File: src/sv/nmea_rmc_pkg.sv
package nmea_rmc_pkg;

	localparam int unsigned ByteW = 8;
	localparam int unsigned HourW = 5;
	localparam int unsigned MinW = 7;
	localparam int unsigned SecW = 7;
	localparam int unsigned OffHourW = 5;
	localparam int unsigned OffMinW = 6;
	localparam int unsigned CfgDataW = 6;
	localparam int unsigned CfgIdxW = 1;
	localparam int unsigned DigitW = 7;
	localparam int unsigned HdrPosW = 3;
	localparam int unsigned FieldW = 2;
	localparam int unsigned CountW = 3;

	localparam logic [OffHourW-1:0] OFFSET_HOURS_RST = 5'd3;
	localparam logic [OffMinW-1:0] OFFSET_MINUTES_RST = 6'd30;

	localparam logic [CfgIdxW-1:0] REG_OFFSET_HOURS = 1'd0;
	localparam logic [CfgIdxW-1:0] REG_OFFSET_MINUTES = 1'd1;

	localparam logic [FieldW-1:0] FIELD_HEADER = 2'd0;
	localparam logic [FieldW-1:0] FIELD_TIME = 2'd1;
	localparam logic [FieldW-1:0] FIELD_DONE = 2'd2;

	localparam logic [ByteW-1:0] CHAR_DOLLAR = 8'h24;
	localparam logic [ByteW-1:0] CHAR_COMMA = 8'h2C;
	localparam logic [ByteW-1:0] CHAR_ZERO = 8'h30;

	localparam logic [HdrPosW-1:0] HDR_LEN = 3'd6;
	localparam logic [CountW-1:0] TIME_DIGITS = 3'd6;
	localparam logic [CountW-1:0] HOUR_END = 3'd2;
	localparam logic [CountW-1:0] MINUTE_END = 3'd4;
	localparam logic [7:0] MINUTE_MAX = 8'd59;
	localparam logic [7:0] MINUTES_PER_HOUR = 8'd60;

	// Expected character of "$GPRMC" at a given header position.
	function automatic logic [ByteW-1:0] hdr_char(input logic [HdrPosW-1:0] pos);
		logic [ByteW-1:0] ch;
		case (pos)
			3'd1: ch = 8'h47;
			3'd2: ch = 8'h50;
			3'd3: ch = 8'h52;
			3'd4: ch = 8'h4D;
			3'd5: ch = 8'h43;
			default: ch = CHAR_DOLLAR;
		endcase
		return ch;
	endfunction

	// Remainder modulo 24 for values below 144.
	function automatic logic [HourW-1:0] mod24(input logic [7:0] v);
		logic [7:0] r;
		if (v >= 8'd120) begin
			r = v - 8'd120;
		end else if (v >= 8'd96) begin
			r = v - 8'd96;
		end else if (v >= 8'd72) begin
			r = v - 8'd72;
		end else if (v >= 8'd48) begin
			r = v - 8'd48;
		end else if (v >= 8'd24) begin
			r = v - 8'd24;
		end else begin
			r = v;
		end
		return r[HourW-1:0];
	endfunction

	// One decimal digit appended to a 7-bit accumulator, kept to 7 bits.
	function automatic logic [DigitW-1:0] push_digit(input logic [DigitW-1:0] acc,
		input logic [3:0] d);
		logic [10:0] t;
		t = 11'(acc) * 11'd10 + 11'(d);
		return t[DigitW-1:0];
	endfunction

endpackage

File: src/sv/nmea_rmc_local_time_extractor_unit.sv
// NMEA RMC local time extractor.
//
// The input channel (in_valid, in_stall, rx_byte) carries one character of
// the receiver's sentence stream per transfer. After "$GPRMC," the first
// six characters of the time field are taken as hhmmss. The comma closing
// that field produces one transfer on the output channel (out_valid,
// out_stall) with the local hour and minute after the configured offset,
// the seconds as received, and parse_status set when the field was short
// or held a non-digit. All other bytes produce no output.
// The block takes one byte per cycle while in_stall is low. A byte waits
// in the input register; its result loads the output register when free.
// When the receiver stalls, the finished result holds in the output
// register while bytes that produce no result keep flowing; only a second
// closing comma waits in the input register, and in_stall rises then.
// Offsets are written through cfg_we, cfg_index and cfg_data while idle;
// the user is bound to this, and the block itself does not enforce it.
// Reset clears the parser to wait for a dollar sign, empties both
// registers and loads the offsets with +3 hours and 30 minutes.
module nmea_rmc_local_time_extractor_unit
	import nmea_rmc_pkg::*;
(
	input  logic                clk,
	input  logic                arst_n,
	input  logic                cfg_we,
	input  logic [CfgIdxW-1:0]  cfg_index,
	input  logic [CfgDataW-1:0] cfg_data,
	input  logic                in_valid,
	output logic                in_stall,
	input  logic [ByteW-1:0]    rx_byte,
	output logic                out_valid,
	input  logic                out_stall,
	output logic [HourW-1:0]    local_hour,
	output logic [MinW-1:0]     local_minute,
	output logic [SecW-1:0]     utc_second,
	output logic                parse_status
);

	logic [OffHourW-1:0] offset_hours_q;
	logic [OffMinW-1:0]  offset_minutes_q;

	logic                valid_s1;
	logic [ByteW-1:0]    byte_s1;

	logic [HdrPosW-1:0]  hdr_pos_q, hdr_pos_d;
	logic [FieldW-1:0]   field_q, field_d;
	logic [CountW-1:0]   count_q, count_d;
	logic [DigitW-1:0]   hour_q, hour_d;
	logic [DigitW-1:0]   minute_q, minute_d;
	logic [DigitW-1:0]   second_q, second_d;
	logic                bad_q, bad_d;
	logic                result;

	logic                out_valid_q;
	logic [HourW-1:0]    hour_out_q;
	logic [MinW-1:0]     minute_out_q;
	logic [SecW-1:0]     second_out_q;
	logic                status_out_q;

	logic                out_free;
	logic                advance;
	logic                in_take;
	logic                out_load;

	logic                is_digit;
	logic [3:0]          digit;
	logic [7:0]          min_sum;
	logic                carry;
	logic [7:0]          min_adj;
	logic [7:0]          hour_sum;
	logic                status;

	assign out_free = !out_valid_q || !out_stall;
	assign advance = valid_s1 && (!result || out_free);
	assign in_stall = valid_s1 && !advance;
	assign in_take = in_valid && !in_stall;
	assign out_load = advance && result;

	always_ff @(posedge clk or negedge arst_n) begin
		if (!arst_n) begin
			offset_hours_q <= OFFSET_HOURS_RST;
			offset_minutes_q <= OFFSET_MINUTES_RST;
		end else if (cfg_we) begin
			case (cfg_index)
				REG_OFFSET_HOURS: offset_hours_q <= cfg_data[OffHourW-1:0];
				REG_OFFSET_MINUTES: offset_minutes_q <= cfg_data[OffMinW-1:0];
				default: ;
			endcase
		end
	end

	always_ff @(posedge clk or negedge arst_n) begin
		if (!arst_n) begin
			valid_s1 <= 1'b0;
		end else if (in_take) begin
			valid_s1 <= 1'b1;
		end else if (advance) begin
			valid_s1 <= 1'b0;
		end
	end

	always_ff @(posedge clk) begin
		if (in_take) begin
			byte_s1 <= rx_byte;
		end
	end

	assign is_digit = byte_s1 inside {[8'h30:8'h39]};
	assign digit = is_digit ? 4'(byte_s1 - CHAR_ZERO) : 4'd0;

	always_comb begin
		hdr_pos_d = hdr_pos_q;
		field_d = field_q;
		count_d = count_q;
		hour_d = hour_q;
		minute_d = minute_q;
		second_d = second_q;
		bad_d = bad_q;
		result = 1'b0;
		if (byte_s1 == CHAR_DOLLAR) begin
			hdr_pos_d = 3'd1;
			field_d = FIELD_HEADER;
			count_d = '0;
			hour_d = '0;
			minute_d = '0;
			second_d = '0;
			bad_d = 1'b0;
		end else if (field_q == FIELD_HEADER) begin
			if (hdr_pos_q >= 3'd1 && hdr_pos_q < HDR_LEN) begin
				hdr_pos_d = (byte_s1 == hdr_char(hdr_pos_q)) ? hdr_pos_q + 3'd1 : 3'd0;
			end else begin
				if (hdr_pos_q == HDR_LEN && byte_s1 == CHAR_COMMA) begin
					field_d = FIELD_TIME;
					count_d = '0;
					hour_d = '0;
					minute_d = '0;
					second_d = '0;
					bad_d = 1'b0;
				end
				hdr_pos_d = 3'd0;
			end
		end else if (field_q == FIELD_TIME) begin
			if (byte_s1 == CHAR_COMMA) begin
				result = 1'b1;
				field_d = FIELD_DONE;
				count_d = '0;
				hour_d = '0;
				minute_d = '0;
				second_d = '0;
				bad_d = 1'b0;
			end else if (count_q < TIME_DIGITS) begin
				if (!is_digit) begin
					bad_d = 1'b1;
				end
				if (count_q < HOUR_END) begin
					hour_d = push_digit(hour_q, digit);
				end else if (count_q < MINUTE_END) begin
					minute_d = push_digit(minute_q, digit);
				end else begin
					second_d = push_digit(second_q, digit);
				end
				count_d = count_q + 3'd1;
			end
		end
	end

	always_ff @(posedge clk or negedge arst_n) begin
		if (!arst_n) begin
			hdr_pos_q <= '0;
			field_q <= FIELD_HEADER;
			count_q <= '0;
			hour_q <= '0;
			minute_q <= '0;
			second_q <= '0;
			bad_q <= 1'b0;
		end else if (advance) begin
			hdr_pos_q <= hdr_pos_d;
			field_q <= field_d;
			count_q <= count_d;
			hour_q <= hour_d;
			minute_q <= minute_d;
			second_q <= second_d;
			bad_q <= bad_d;
		end
	end

	assign status = bad_q || (count_q < TIME_DIGITS);
	assign min_sum = 8'(minute_q) + 8'(offset_minutes_q);
	assign carry = min_sum > MINUTE_MAX;
	assign min_adj = carry ? min_sum - MINUTES_PER_HOUR : min_sum;
	assign hour_sum = 8'(hour_q) + 8'(offset_hours_q) + 8'(carry);

	always_ff @(posedge clk or negedge arst_n) begin
		if (!arst_n) begin
			out_valid_q <= 1'b0;
		end else if (out_load) begin
			out_valid_q <= 1'b1;
		end else if (!out_stall) begin
			out_valid_q <= 1'b0;
		end
	end

	always_ff @(posedge clk) begin
		if (out_load) begin
			status_out_q <= status;
			hour_out_q <= status ? '0 : mod24(hour_sum);
			minute_out_q <= status ? '0 : min_adj[MinW-1:0];
			second_out_q <= status ? '0 : second_q;
		end
	end

	assign out_valid = out_valid_q;
	assign local_hour = hour_out_q;
	assign local_minute = minute_out_q;
	assign utc_second = second_out_q;
	assign parse_status = status_out_q;

	// Only a closing comma of the time field loads a result.
	a_load_on_comma: assert property (@(posedge clk) disable iff (!arst_n)
		out_load |-> (byte_s1 == CHAR_COMMA && field_q == FIELD_TIME))
		else $error("result loaded without a closing comma");

	// The input side only stalls behind a result that is itself stalled.
	a_stall_cause: assert property (@(posedge clk) disable iff (!arst_n)
		in_stall |-> (valid_s1 && out_valid_q && out_stall && result))
		else $error("input stalled without a blocked result");

	// A well formed result always carries a wrapped hour.
	a_hour_range: assert property (@(posedge clk) disable iff (!arst_n)
		(out_valid_q && !status_out_q) |-> (hour_out_q < 5'd24))
		else $error("local hour out of range");

	// The digit counter never runs past the six time characters.
	a_count_range: assert property (@(posedge clk) disable iff (!arst_n)
		count_q <= TIME_DIGITS)
		else $error("digit count overflow");

endmodule

File: config.mk
export PLATFORM = sky130hd
export DESIGN_NAME = nmea_rmc_local_time_extractor_unit
export DESIGN_NICKNAME = d
export VERILOG_FILES = /design/src/sv/nmea_rmc_pkg.sv /design/src/sv/nmea_rmc_local_time_extractor_unit.sv
export SDC_FILE = /design/constraint.sdc
export NUM_CORES = 1
export LEC_CHECK = 0
export ABC_CLOCK_PERIOD_IN_PS = 4830
export BUFFER_PORTS_ARGS = -buffer_cell sky130_fd_sc_hd__buf_2
export CAP_MARGIN = 20
export CORE_MARGIN = 2
export CORE_UTILIZATION = 40
export DETAILED_ROUTE_END_ITERATION = 7
export PLACE_DENSITY = 0.61
export SLEW_MARGIN = 40
export SYNTH_ARGS = -nofsm -noshare
export SYNTH_HDL_FRONTEND = slang
export SYNTH_SLANG_ARGS = --single-unit
File: constraint.sdc
create_clock -name clk -period 4.83 [get_ports clk]
set_input_delay 0.2415 -clock clk [delete_from_list [all_inputs] [get_ports clk]]
set_output_delay 0.2415 -clock clk [all_outputs]
set_load 0.02 [all_outputs]
==> out/results.txt, run 1 <==
run status: finished, final reports clean
Avg Inst Size Synth: 10.6 sq um
Final min period: 4.63 ns
die width: 112 um
Worst path most repeated cell: ha_1
Distinct cells, synth: 71
# setup viols final: 0
# rows: 39
data arrival time of the critical path: 4.84 ns
Final TNS setup: 0 ns
area grow syn2layout: 15.0%
H-Tree Level Count: 3
CP delay by family, top: compound AO/OA/AOI/OAI gates
residual DRC count: 0
die height: 112 um
TritonCTS clock tree: built
TritonCTS buffer count: 9
WP depth: 19
share of cells above drive strength 1: 23.1%
Pint: 1.56 mW
Critical Path Max Stage Delay: 0.56 ns
Slew Viols, Final: 0
CP endpoint kind: register
sw frac: 36.4%
Clock Sinks: 71
pwr/cell area: 457 nW/um^2
Fin. Hold Viols: 0
Final Wtd Congestion: 0.867
sequential share of power: 33.5%
post-synth top area share: 19.8%
Startpoint Class: register
DR iter-0 viols: 214
VDD IR max: 0.341 mV
crit path max fanout: 4
# IOs: 42
first-pass GRT wire length: 15900 um
Seq/Total Area, Yosys: 41.3%
vias in the first global route: 3377
largest net degree at the start of global routing: 44
relative slew slack: 54.3%
power consumption: 2.45 mW
fill cell count: 1096
die area: 12500 sq um
wire per inst: 14.6 um
largest cells by area after synthesis: dfrtp_1, edfxtp_1, ha_1, xnor2_1, fa_1
Clock Tree Buf Depth: 2
leak pwr: 2.38 nW
Worst Max-Slew Pin Slew: 0.685 ns
core area: 11400 sq um
placed cells: 618
crit path buf inv count: 1
clk_skew: 0.00831 ns
top_reg_cell synth: dfrtp_1
synthesized cell area: 4660 sq um
Detail Route Antenna Nets: 0
post-synth top area cell: dfrtp_1
cell count of the worst hold path: 1
routed vias/inst: 5.29
HPWL after detailed placement: 6990 um
Mapped Cells: 438
Nets: 557
initial antenna violation count: 0
clock share of power: 27.0%
post-route insts no fill: 636
CP Class: register to register
hold_ws: 0.0752 ns
Peak Freq: 0.216 GHz
Post-synth ARST share: 60.6%
Sw Pwr: 894 uW
worst path cell trace: ha_1 > a21o_1 > a211oi_2 > nor2_1 > ha_1 > and3_4 > a221oi_4 > inv_2 > fa_2 > fa_2 > a211o_1 > nand2_1 > xnor2_2 > ha_1 > nand3_1 > a211oi_2 > a21oi_1 > a2111oi_2 > o31a_1
GRT Residual Overflow: 0
Synth Net Count: 507
CP Data Required Time: 5.04 ns
Hold WC Path Type: input pin to register
final worst-path cycle share: 95.8%
combinational share of power: 39.5%
via count: 3362
Clock Pin Slew Worst Setup and Hold Paths: 0.06 ns
root buf cell: clkbuf_16
Skew-Pair Late Insertion Delay: 0.34 ns
port buffer count: 41
Routed WL: 9300 um
total track usage: 15.6%
initial core utilization: 40.9%
slowest cell on the critical path: dfstp_2
Yosys Warn Count: 0
Synth Register Bits: 71
R2R depth: 19
TritonRoute pass-1 iters: 5
EDFF count, synth: 28
antenna cells: 0
maxcap violations: 0
cells in the final DEF, fill, tap and decap left out, types with 3 or more instances in the layout:
cell and instances:
nand4_1 3, and2_1 13, dfstp_2 6, a22o_1 4, fa_2 3, buf_4 6
inv_1 23, nor3_1 3, or3_1 3, clkbuf_16 10, or2_2 3, o21ai_2 4
o21ai_0 18, nand3_1 7, a31oi_1 3, mux2_2 14, mux2i_1 3, fa_1 6
a21o_1 12, edfxtp_1 28, a21oi_1 23, buf_2 40, nor3b_1 5, o31ai_1 11
dfrtp_1 36, nor2b_1 5, xor2_1 3, ha_1 39, nand2_1 36, nor2_1 36
a211oi_2 3, xnor2_1 29, and3_1 3
state kept, by name (all words and copies together) (netlist names):
signal,cells
field_q,2
local_hour,5
bad_q,1
parse_status,1
count_q,3
minute_q,7
utc_second,7
second_q,7
out_valid,1
local_minute,7
hdr_pos_q,3
valid_s1,1
offset_hours_q,5
hour_q,7
offset_minutes_q,6
byte_s1,8
cells by family (layout without fill, tap and decap cells):
group | after synthesis | in the layout | synth area share [%]
multiplexers | 17 | 17 | 4.02
AO/OA/AOI/OAI | 99 | 99 | 15.1
flip-flops | 71 | 71 | 41.3
adder cells (fa/ha/maj) | 49 | 49 | 14.6
AND/OR/NAND/NOR | 136 | 136 | 15.5
XOR/XNOR | 33 | 33 | 6.36
buffers and inverters | 33 | 88 | 3.16
metal layers:
metal / up-vias / track usage [%] / wire [um]
li1: 1682 / - / -
met1: 1595 / 20.1 / 4430
met2: 76 / 26.3 / 4390
met3: 9 / 4.63 / 404
met4: 0 / 3.50 / 84
met5: - / 0 / 0
synth_stat cells (11+ instances only):
cell type and number:
and2_1 13, xnor2_1 29, dfrtp_1 37, mux2_2 14, inv_1 24, nand2_1 36, a21oi_1 23, ha_1 40
edfxtp_1 28, o21ai_0 18, a21o_1 12, nor2_1 36, o31ai_1 11
per-stage QoR:
step / cell area [sq um] / util, % / setup WS, ns
after floorplan: 4660 / - / 0.193
after global placement: 5020 / 44.0 / 0.140
after detailed placement: 5030 / 44.0 / -0.0586
after CTS: 5340 / 46.8 / 0.00937
after global routing: 5370 / 47.0 / -0.00217
final: 5370 / 47.0 / 0.201
final timing paths:
path                                                  from                           to  slack, ns
max                        offset_minutes_q[1]$_DFFE_PN1P_  local_hour[4]$_SDFFCE_PP0P_       0.20
min                                             rx_byte[7]         byte_s1[7]$_DFFE_PP_       0.08
max reg2reg                offset_minutes_q[1]$_DFFE_PN1P_  local_hour[4]$_SDFFCE_PP0P_       0.20
min reg2reg                        second_q[6]$_DFFE_PN0P_      second_q[6]$_DFFE_PN0P_       0.47
max in group asynchronous                           arst_n      minute_q[1]$_DFFE_PN0P_       3.99
min in group asynchronous                           arst_n     hdr_pos_q[1]$_DFFE_PN0P_       0.42
power groups by stage:
stage | registers (mW) | clock network, mW | logic, mW
global route | 0.834 | 0.708 | 1.09
floorplan | 0.795 | 0 | 0.781
CTS | 0.819 | 0.681 | 0.953
finish | 0.820 | 0.663 | 0.969
global placement | 0.825 | 0 | 0.921
detailed placement | 0.830 | 0 | 0.944
final cells by class:
type                    instances  area (sq um)  share of cell area (%)
multi-input cells             334          2610                    48.7
flip-flops and latches         71          1930                    35.9
clock buffers                  11           264                    4.92
repair buffers                 47           255                    4.76
well taps                     143           179                    3.33
inverters                      25          93.8                    1.75
clock inverters                 5          35.0                   0.653
repair_timing:
action / 4_1_cts / 5_1_grt
endpoints found under the hold margin: 37 / 0
pin swaps: 0 / 1
gates resized for setup: 2 / 6
endpoints found under the setup margin: 1 / 2
buffers inserted: 0 / 1
hold buffers: 1 / 0
Note: power is estimated with default switching activity, not from simulation.
==> run 2: changes to the inputs <==
Settings changed: MAX_ROUTING_LAYER from default to met4.
==> out/results.txt, run 2 (synthesized netlist as in run 1, its figures left out) <==
run status: finished, final reports clean
die width: 112 um (unchanged)
cell area after layout: 5370 sq um (unchanged)
Nets: 557 (unchanged)
total track usage: 16.2% (+0.51 points)
Hold Crit Endpoint: byte_s1[7]$_DFFE_PP_
root buf cell: clkbuf_16
relative slew slack: 54.3% (unchanged)
most frequent cells in the layout: buf_2, ha_1, nand2_1, nor2_1, dfrtp_1
core area: 11400 sq um (unchanged)
TritonCTS buffer count: 9 (unchanged)
antenna cells: 0 (unchanged)
fill cell count: 1096 (unchanged)
final worst-path cycle share: 95.9% (about the same)
Place WS: -0.0586 ns (unchanged)
VDD IR max: 0.343 mV (+0.44%)
TritonRoute pass-1 iters: 5 (unchanged)
CP Class: register to register
Worst path most repeated cell: ha_1
Skew-Pair Late Insertion Delay: 0.34 ns (about the same)
largest net degree at the start of global routing: 44 (unchanged)
Critical Path Max Stage Delay: 0.56 ns (about the same)
pwr/cell area: 457 nW/um^2 (about the same)
port buffer count: 41 (unchanged)
GRT Residual Overflow: 0 (unchanged)
H-Tree Level Count: 3 (unchanged)
maxcap violations: 0 (unchanged)
HPWL after detailed placement: 6990 um (unchanged)
CP endpoint kind: register
Final min period: 4.63 ns (+0.00197 ns)
CP delay by family, top: compound AO/OA/AOI/OAI gates
Detail Route Antenna Nets: 0 (unchanged)
initial antenna violation count: 0 (unchanged)
Clock Pin Slew Worst Setup and Hold Paths: 0.06 ns (about the same)
Final Wtd Congestion: 0.881 (+1.6%)
area grow syn2layout: 15.0% (unchanged)
Routed WL: 9330 um (+0.31%)
RR Endpoint: local_hour[4]$_SDFFCE_PP0P_
worst path cell trace: ha_1 > a21o_1 > a211oi_2 > nor2_1 > ha_1 > and3_4 > a221oi_4 > inv_2 > fa_2 > fa_2 > a211o_1 > nand2_1 > xnor2_2 > ha_1 > nand3_1 > a211oi_2 > a21oi_1 > a2111oi_2 > o31a_1
CP Data Required Time: 5.04 ns (about the same)
Clock Sinks: 71 (unchanged)
Fin. Hold Viols: 0 (unchanged)
cell count of the worst hold path: 1 (unchanged)
vias in the first global route: 3380 (+0.089%)
die area: 12500 sq um (unchanged)
commonest non-fill, non-tap cell in the layout: buf_2
# rows: 39 (unchanged)
residual DRC count: 0 (unchanged)
data arrival time of the critical path: 4.84 ns (about the same)
Worst Max-Slew Pin Slew: 0.685 ns (+0.000000298 ns)
min-delay src: rx_byte[7]
placed cell area: 5030 sq um (unchanged)
clk_skew: 0.00772 ns (-0.000589 ns)
worst setup margin: 0.199 ns (-0.00197 ns)
Biggest register: byte_s1
flop-to-flop setup slack: 0.20 ns (about the same)
share of cells above drive strength 1: 23.1% (unchanged)
crit path buf inv count: 1 (unchanged)
hold_ws: 0.0741 ns (-0.00115 ns)
TritonCTS clock tree: built
# setup viols final: 0 (unchanged)
leak pwr: 2.38 nW (unchanged)
Slew Viols, Final: 0 (unchanged)
Startpoint Class: register
Clock Tree Buf Depth: 2 (unchanged)
R2R depth: 19 (unchanged)
via count: 3370 (+0.24%)
DR iter-0 viols: 231 (+7.9%)
slowest cell on the critical path: dfstp_2
Hold WC Path Type: input pin to register
Peak Freq: 0.216 GHz (about the same)
die height: 112 um (unchanged)
power consumption: 2.45 mW (about the same)
Critical R2R Launch: offset_minutes_q[1]$_DFFE_PN1P_
# IOs: 42 (unchanged)
wire per inst: 14.7 um (+0.31%)
routed vias/inst: 5.30 (+0.24%)
Largest register FFs: 8 (unchanged)
crit path max fanout: 4 (unchanged)
first-pass GRT wire length: 15900 um (+0.13%)
initial core utilization: 40.9% (unchanged)
run 2: cell counts in the layout (fill, tap and decap cells not counted):
Identical to the previous run, type by type.
run 2: report_power, final:
group | switching (mW) | total, mW | leakage, nW | internal [mW]
combinational | 0.520 | 0.969 | 1.42 | 0.449
clock | 0.268 | 0.665 | 0.152 | 0.396
sequential | 0.107 | 0.821 | 0.810 | 0.714
run 2: worst reg2reg max path, cell delays in order, from the launching register on:
cell and delay, ns:
dfstp_2 0.56, ha_1 0.26, a21o_1 0.18, a211oi_2 0.23
nor2_1 0.12, ha_1 0.23, and3_4 0.17, a221oi_4 0.27
inv_2 0.07, fa_2 0.36, fa_2 0.37, a211o_1 0.28
nand2_1 0.11, xnor2_2 0.15, ha_1 0.19, nand3_1 0.13
a211oi_2 0.23, a21oi_1 0.07, a2111oi_2 0.36, o31a_1 0.16
run 2: layout make-up:
type                    count  area (sq um)  share of cell area (%)
clock buffers              11           264                    4.92
clock inverters             5          35.0                   0.653
inverters                  25          93.8                    1.75
multi-input cells         334          2610                    48.7
flip-flops and latches     71          1930                    35.9
well taps                 143           179                    3.33
repair buffers             47           255                    4.76
run 2: worst max-delay path by stage:
| stage | start | to | slack (ns) | depth (start not counted) |
|---|---|---|---|---|
| 6_report | offset_minutes_q[1]$_DFFE_PN1P_ | local_hour[4]$_SDFFCE_PP0P_ | 0.20 | 19 |
| 3_3_place_gp | minute_q[0]$_DFFE_PN0P_ | local_hour[4]$_SDFFCE_PP0P_ | 0.14 | 19 |
| 4_1_cts | minute_q[0]$_DFFE_PN0P_ | local_hour[4]$_SDFFCE_PP0P_ | 0.009 | 19 |
| 2_1_floorplan | minute_q[0]$_DFFE_PN0P_ | local_hour[4]$_SDFFCE_PP0P_ | 0.19 | 19 |
| 3_5_place_dp | minute_q[0]$_DFFE_PN0P_ | local_hour[4]$_SDFFCE_PP0P_ | -0.06 | 19 |
| 5_1_grt | offset_minutes_q[1]$_DFFE_PN1P_ | local_hour[4]$_SDFFCE_PP0P_ | -0.001 | 19 |
run 2: what timing repair did:
| item | CTS | global route |
|---|---|---|
| endpoints found under the hold margin | 37 | 0 |
| setup buffers | 0 | 1 |
| endpoints found under the setup margin | 1 | 2 |
| cloned | 0 | 0 |
| pin swaps | 0 | 1 |
| gates resized for setup | 2 | 6 |
| hold buffers | 1 | 0 |
run 2: routing by layer:
| metal | global-route usage (%) | share of wire, % | wire length (um) | vias up |
|---|---|---|---|---|
| li1 | - | - | - | 1681 |
| met1 | 20.1 | 47 | 4410 | 1596 |
| met2 | 26.3 | 47 | 4370 | 79 |
| met3 | 3.97 | 4.3 | 397 | 14 |
| met4 | 4.72 | 1.6 | 150 | 0 |
| met5 | - | 0 | 0 | - |
run 2: stage by stage:
step / std cells / setup TNS (ns) / util (%)
after global routing: 636 / -0.00130 / 47.0
final: 636 / 0 / 47.0
after CTS: 635 / 0 / 46.8
after global placement: 618 / 0 / 44.0
after detailed placement: 618 / -0.0586 / 44.0
after floorplan: 438 / 0 / -
